==> config.mk <==
export PLATFORM = sky130hd
export DESIGN_NAME = hps_power_calc
export DESIGN_NICKNAME = d
export VERILOG_FILES = /design/src/design/hps_pkg.sv /design/src/design/hps_power_calc.sv
export SDC_FILE = /design/constraint.sdc
export NUM_CORES = 1
export LEC_CHECK = 0
export ABC_AREA = 1
export BUFFER_PORTS_ARGS = -buffer_cell sky130_fd_sc_hd__clkbuf_2
export CORE_AREA = 2 2 220 222
export DETAILED_ROUTE_END_ITERATION = 16
export DIE_AREA = 0 0 222 224
export PLACE_DENSITY = 0.66
export SLEW_MARGIN = 15
export SYNTH_ARGS = -nofsm -noshare
export SYNTH_HDL_FRONTEND = slang
export SYNTH_SLANG_ARGS = --single-unit
export TNS_END_PERCENT = 10
==> constraint.sdc <==
create_clock -name i_clk -period 6.7 [get_ports i_clk]
set_input_delay 1.005 -clock i_clk [delete_from_list [all_inputs] [get_ports i_clk]]
set_output_delay 1.005 -clock i_clk [all_outputs]
set_load 0.01 [all_outputs]
==> src/design/hps_pkg.sv <==
// ----------------------------------------------------------------------------
// hps_pkg
// Shared types, sizes and helpers for the Hartley power spectrum core.
// ----------------------------------------------------------------------------
package hps_pkg;

    localparam int MAX_WIDTH  = 256;
    localparam int MAX_HEIGHT = 256;
    localparam int COEF_BITS  = 16;

    localparam int DEPTH     = MAX_WIDTH * MAX_HEIGHT;
    localparam int ADDR_BITS = $clog2(DEPTH);

    localparam int CFG_BITS       = 9;
    localparam int CFG_INDEX_BITS = 1;
    localparam int W_DIM_BITS     = $clog2(MAX_WIDTH + 1);
    localparam int H_DIM_BITS     = $clog2(MAX_HEIGHT + 1);
    localparam int DIM_BITS0      = (W_DIM_BITS > H_DIM_BITS) ? W_DIM_BITS : H_DIM_BITS;
    localparam int DIM_BITS       = (DIM_BITS0 > CFG_BITS) ? DIM_BITS0 : CFG_BITS;

    localparam int SQ_BITS    = 2 * COEF_BITS;
    localparam int POWER_BITS = 31;
    localparam logic [63:0] POWER_MAX = 64'h0000_0000_7FFF_FFFF;

    localparam logic [CFG_INDEX_BITS-1:0] CFG_WIDTH  = CFG_INDEX_BITS'(0);
    localparam logic [CFG_INDEX_BITS-1:0] CFG_HEIGHT = CFG_INDEX_BITS'(1);

    localparam logic OP_LOAD  = 1'b0;
    localparam logic OP_QUERY = 1'b1;

    typedef struct packed {
        logic               op;
        logic [7:0]         col;
        logic [7:0]         row;
        logic signed [15:0] coefficient;
    } t_in_item;

    typedef struct packed {
        logic [POWER_BITS-1:0] power;
        logic                  range_error;
    } t_out_item;

    typedef struct packed {
        logic vld;
        logic err;
    } t_tag;

    function automatic logic signed [COEF_BITS-1:0] to_coef(input logic signed [15:0] c);
        return COEF_BITS'(c);
    endfunction

endpackage

==> src/design/hps_power_calc.sv <==
// ----------------------------------------------------------------------------
// hps_power_calc
// Two-stage power unit: square both coefficients, then half-sum and saturate.
// ----------------------------------------------------------------------------
module hps_power_calc import hps_pkg::*; (
    input  logic                        i_clk,
    input  logic                        i_rst_n,
    input  t_tag                        i_tag,
    input  logic signed [COEF_BITS-1:0] i_a,
    input  logic signed [COEF_BITS-1:0] i_b,
    output logic                        o_strobe,
    output t_out_item                   o_result
);

    logic signed [SQ_BITS-1:0] n_sq_a;
    logic signed [SQ_BITS-1:0] n_sq_b;
    logic [SQ_BITS-1:0]        r_sq_a;
    logic [SQ_BITS-1:0]        r_sq_b;
    t_tag                      r_tag;
    logic [SQ_BITS:0]          n_sum;
    logic [63:0]               n_half;
    t_out_item                 n_result;
    t_out_item                 r_result;
    logic                      r_strobe;

    assign n_sq_a = SQ_BITS'(i_a) * SQ_BITS'(i_a);
    assign n_sq_b = SQ_BITS'(i_b) * SQ_BITS'(i_b);

    always_ff @(posedge i_clk) begin
        if (!i_rst_n) begin
            r_tag <= '0;
        end else begin
            r_tag <= i_tag;
        end
    end

    always_ff @(posedge i_clk) begin
        r_sq_a <= n_sq_a;
        r_sq_b <= n_sq_b;
    end

    always_comb begin
        n_sum  = (SQ_BITS + 1)'(r_sq_a) + (SQ_BITS + 1)'(r_sq_b);
        n_half = 64'(n_sum >> 1);
        n_result.range_error = r_tag.err;
        if (r_tag.err) begin
            n_result.power = '0;
        end else if (n_half > POWER_MAX) begin
            n_result.power = POWER_MAX[POWER_BITS-1:0];
        end else begin
            n_result.power = n_half[POWER_BITS-1:0];
        end
    end

    always_ff @(posedge i_clk) begin
        if (!i_rst_n) begin
            r_strobe <= 1'b0;
        end else begin
            r_strobe <= r_tag.vld;
        end
    end

    always_ff @(posedge i_clk) begin
        r_result <= n_result;
    end

    assign o_strobe = r_strobe;
    assign o_result = r_result;

endmodule
==> results of run 1 <==
## worst min path at each step
stage | startpoint | endpoint | cells after the start
after floorplan | r_tag[1] | o_strobe | 2
after global placement | r_tag[1] | o_strobe | 2
after detailed placement | r_tag[1] | o_strobe | 2
after CTS | r_tag[1] | o_strobe | 2
after global routing | r_tag[1] | o_strobe | 2
final | r_tag[1] | o_strobe | 2
## sequential cells by signal, summed over array words and instances (netlist names)
register  cells
r_tag         1
o_strobe      1
o_result     32
n_result      1
r_sq_a       31
r_sq_b       31
## metrics by stage
stage	std cells	TNS (ps)	utilization (%)	area (um^2)	hold WS [ps]
2_1_floorplan	2977	0	-	23430	390.0
3_3_place_gp	3622	-1.353	51.75	24500	393.9
3_5_place_dp	3622	0	51.75	24500	410.8
4_1_cts	3638	0	52.40	24810	425.6
5_1_grt	3638	0	52.40	24810	448.3
6_report	3638	0	52.40	24810	420.7
## area by class of cell
type / count / area (um^2) / area share, %
multi-input cells: 1902 / 17800 / 71.76
flip-flops and latches: 97 / 1942 / 7.827
clock inverters: 7 / 81.33 / 0.3278
repair buffers: 100 / 580.6 / 2.340
clock buffers: 9 / 225.2 / 0.9078
well taps: 615 / 769.5 / 3.102
inverters: 908 / 3408 / 13.74
## worst register-to-register path: cells and delay by family (launching register included)
family | cells | cell delay, ps
adders and majority gates | 1 | 420
buffers and inverters | 2 | 90
DFF | 1 | 310
and+or+nand+nor | 7 | 1170
AOI/OAI and AO/OA | 1 | 700
## metal layers
metal	share of wire [%]	routed length, um	up-vias	track usage, %
met5	0	0	-	0
met4	1.6	852	0	4.381
met3	2.8	1535	57	1.731
met2	50	27270	298	42.53
met1	45	24400	8773	30.55
li1	-	-	8681	-
## logic make-up after synthesis
kind of cell | Yosys count | share of synthesized area (%)
AND/OR/NAND/NOR | 940 | 16.53
buffers and inverters | 978 | 15.74
XOR/XNOR | 91 | 3.401
adder cells (fa/ha/maj) | 678 | 51.20
AO/OA/AOI/OAI | 193 | 4.848
flip-flops | 97 | 8.287
## placed cells by master, fill, tap and decap left out, drive strengths merged
master,Yosys,final
nand3b,6,6
o21bai,16,16
fa,468,468
o21ai,48,48
or2,6,6
nand4,25,25
a211oi,2,2
a21o,13,13
ha,210,210
clkbuf,67,76
nand3,84,84
and3,4,4
o211ai,2,2
a31o,4,4
nor3,21,21
dfxtp,97,97
buf,3,33
a21boi,4,4
xnor2,20,20
nor2,128,128
xor2,71,71
clkinv,1,3
and2,5,5
a31oi,3,3
a21oi,100,100
nor4,1,1
bufinv,0,1
nand2b,1,1
inv,907,911
o21a,1,1
nand2,659,659
==> results.yml, run 1 <==
detailed_routing:
  wirelength_mm: 54.06
  dr.pass1.iters: 5
  avgViaCountPerCell: 4.895
  drtIter0Drc: 888
  vias: 17810
  wl_per_cell_um: 14.86
  route.detailed.drc: 0
  antenna_left: 0
global_route:
  grt_pass1_wl_mm: 94.16
  grt_use_total_pct: 23.27
  antenna_found_initial: 0
  grt_pass1_vias: 19570
  grt.overflow.total: 0
  grt_max_degree: 23
worst_hold_path:
  hp-class: "reg -> reg"
cts:
  clkSinkCount: 97
  post_cts_buffers: 0
  cts_hold_buf: 0
  clk_pin_slew_ps: 80
  htree_levels: 3
  cts_resized: 0
  cts_made_buffers: 9
  cts_root_buffer: "clkbuf_16"
  cts_buffer_depth: 2
  insertion_delay_ps: 360
  cts_tree: "done"
synth:
  syn_avg_cell_area_um2: 7.871
  yosysMostFrequentCell: "inv_1"
  synth_fp_nets: 3691
  ys_top_cells_by_area: "fa_1 40%, inv_1 14%, ha_1 11%"
  yosys_warnings: 0
  synth-seq-cells: 97
  synth_ff_type: "dfxtp_1"
  synth_cell_types: 42
  synth_edf_count: 0
  synth_top_area_share_pct: 39.98
  syn-cell-area_um2: 23430
  seq_area_frac_synth_pct: 8.287
  netlist_instances: 2977
  synth_top_area_cell: "fa_1"
  synthTopCellsByCount: "896 x inv_1, 651 x nand2_1, 468 x fa_1"
  synth-async-reset-ratio_pct: 0
final_layout:
  drive_gt1_share_pct: 5.657
  final_nets: 3732
  antenna_cells: 0
  fill_cells: 4560
  area_growth_pct: 5.879
sta:
  min_period_ps: 6279
  max_freq_mhz: 159.3
  hold_viol_final: 0
  min_period_over_period_pct: 93.72
  slew_headroom_pct: 40.53
  timing.final.ws_setup_ps: 420.9
  maxSlewViolCount: 0
  rsz0062_at_grt: "false"
  worstMarginPinSlew_ps: 890.0
  finalClockSkew_ps: 12.02
  setup_viol: 0
floorplanning:
  top_level_ports: 69
  die_x_um: 222
  dieArea_um2: 49730
  die_y_um: 224
  initial_utilization_pct: 49.49
  rows: 80
  core_um2: 47350
setup_path:
  worst-path-stages: 19
  crit_end: "r_sq_a[30]"
  reg2reg_slack_ps: 3910
  worst-r2r-cell-count: 11
  endpoint_kind: "flop"
  critPathKind: "in -> reg"
  cp_num_buf_inv: 6
  timing.rr.end: "o_result[31]"
  reg2reg_from: "r_sq_a[28]"
  cp_max_fo: 22
  crit_slowest_cell: "fa_1"
  worstSetupStartpointType: "input port"
  cp-startpoint: "i_a[15]"
  required_ps: 6950
  crit_path_frequent_cell: "fa_1"
  critical-path-top-delay-family: "adder cells"
  cp.arrival_ps: 6530
  slowest_delay_ps: 730
  path_cells: "buf_2, nand2_1, fa_1, inv_1, fa_1, inv_1, fa_1, fa_1, fa_1, fa_1, inv_1, ha_1, inv_1, nor3_1, nand2_1, inv_1, nand4_1, nand3_1, nand2_1"
status:
  status: "finished, final reports clean"
placement:
  gp_congestion: 0.9755
  dp_hpwl_mm: 48.88
  io_buffer_count: 68
  dp_slack_ps: 23.65
job:
  maxCapViolations: 0
Power of run 1 is not shown: default switching activity piles up to over one toggle a cycle in this logic, so the estimate is an artifact.
==> inputs of run 2 (changes only) <==
--- a/config.mk
+++ b/config.mk
@@ -10,7 +10,7 @@
 export CORE_AREA = 2 2 220 222
 export DETAILED_ROUTE_END_ITERATION = 16
 export DIE_AREA = 0 0 222 224
-export PLACE_DENSITY = 0.66
+export PLACE_DENSITY = 0.67
 export SLEW_MARGIN = 15
 export SYNTH_ARGS = -nofsm -noshare
 export SYNTH_HDL_FRONTEND = slang
==> results.yml, run 2 (synthesis results as in run 1) <==
status:
  status: "finished, final reports clean"
cts:
  htree_levels: 3
  cts_tree: "done"
  cts_buffer_depth: 2
  cts_resized: 0
  clk_pin_slew_ps: 70
  cts_made_buffers: 9
  clkSinkCount: 97
  cts_hold_buf: 0
  post_cts_buffers: 0
  cts_root_buffer: "clkbuf_16"
  insertion_delay_ps: 360
final_layout:
  drive_gt1_share_pct: 5.563
  fill_cells: 4556
  antenna_cells: 0
  largest_register_ffs: 32
  finalNonFillerCells: 3635
  multi_input_area_um2: 17800
  final_common_cell: "inv_1"
  area_growth_pct: 5.719
  final_nets: 3730
  register_area_um2: 1942
  layout_common_cells: "896 x inv_1, 651 x nand2_1, 468 x fa_1"
  final_core_util_pct: 52.32
sta:
  rsz0062_at_grt: "false"
  hold_slack_ps: 421.4
  maxSlewViolCount: 0
  min_period_ps: 6188
  hold_viol_final: 0
  worstMarginPinSlew_ps: 859.6
  finalClockSkew_ps: 12.70
  tns_ps: 0
  setup_viol: 0
  max_freq_mhz: 161.6
  slew_headroom_pct: 42.56
  min_period_over_period_pct: 92.36
floorplanning:
  die_y_um: 224
  core_um2: 47350
  top_level_ports: 69
  dieArea_um2: 49730
  rows: 80
  die_x_um: 222
  initial_utilization_pct: 49.49
global_route:
  grt.overflow.total: 0
  grt_max_degree: 22
  grt_pass1_wl_mm: 92.74
  grt_use_total_pct: 23.07
  grt_pass1_vias: 19280
  antenna_found_initial: 0
detailed_routing:
  avgViaCountPerCell: 4.878
  antenna_left: 0
  route.detailed.drc: 0
  drtIter0Drc: 944
  dr.pass1.iters: 5
  wirelength_mm: 54.03
  wl_per_cell_um: 14.86
  vias: 17730
placement:
  gp_congestion: 0.9339
  dp_hpwl_mm: 49.14
  io_buffer_count: 68
  dp_cells: 3620
worst_hold_path:
  hp-class: "reg -> reg"
setup_path:
  worstSetupStartpointType: "input port"
  critPathKind: "in -> reg"
  required_ps: 6950
  endpoint_kind: "flop"
  cp.arrival_ps: 6440
  cp_max_fo: 17
job:
  maxCapViolations: 0
==> run 2: cell count changes in the layout (fill, tap and decap cells not counted) <==
cell	previous run	this run
bufinv_16	1	0
inv_8	1	3
clkinvlp_4	0	1
buf_4	32	30
inv_6	3	1
clkbuf_2	67	68
clkinv_2	1	0
buf_2	1	0
==> run 2: final timing paths <==
path | from | to | slack, ps | cells after the start
max | i_a[15] | r_sq_a[30] | 510 | 19
min | r_tag[1] | o_strobe | 420 | 2
max reg2reg | r_sq_a[27] | o_result[31] | 3960 | 11
min reg2reg | r_tag[1] | o_strobe | 420 | 2
==> run 2: worst max-delay path, cell delays in order <==
cell and delay, ps:
clkbuf_2 320, nand2_1 210, fa_1 570, inv_1 70, fa_1 780, inv_1 160
fa_1 500, inv_1 60, fa_1 560, fa_1 440, fa_1 440, ha_1 350
nand2_1 110, nor3_1 260, nand2_1 80, inv_1 110, nand4_1 190, nand3_1 140
nand2_1 60
==> run 2: layout make-up <==
type | count | share of cell area, %
Clock buffer | 9 | 0.9091
Sequential cell | 97 | 7.839
Multi-Input combinational cell | 1902 | 71.87
Clock inverter | 6 | 0.2374
Inverter | 908 | 13.76
Timing Repair Buffer | 98 | 2.283
Tap cell | 615 | 3.106
==> run 2: per-stage QoR <==
step           area, um^2  setup slack, ps
6_report            24770            511.6
5_1_grt             24770            121.2
4_1_cts             24770            541.3
3_5_place_dp        24490            174.2
3_3_place_gp        24490            211.6
2_1_floorplan       23430            455.3
==> run 2: per-layer routing <==
| metal | global-route usage, % | share of wire, % | vias up |
|---|---|---|---|
| met4 | 5.449 | 2.3 | 0 |
| met1 | 30.68 | 45 | 8661 |
| met3 | 1.666 | 3.2 | 80 |
| li1 | - | - | 8667 |
| met2 | 41.24 | 49 | 323 |
| met5 | 0 | 0 | - |
Power of run 2 is left out for the same reason.
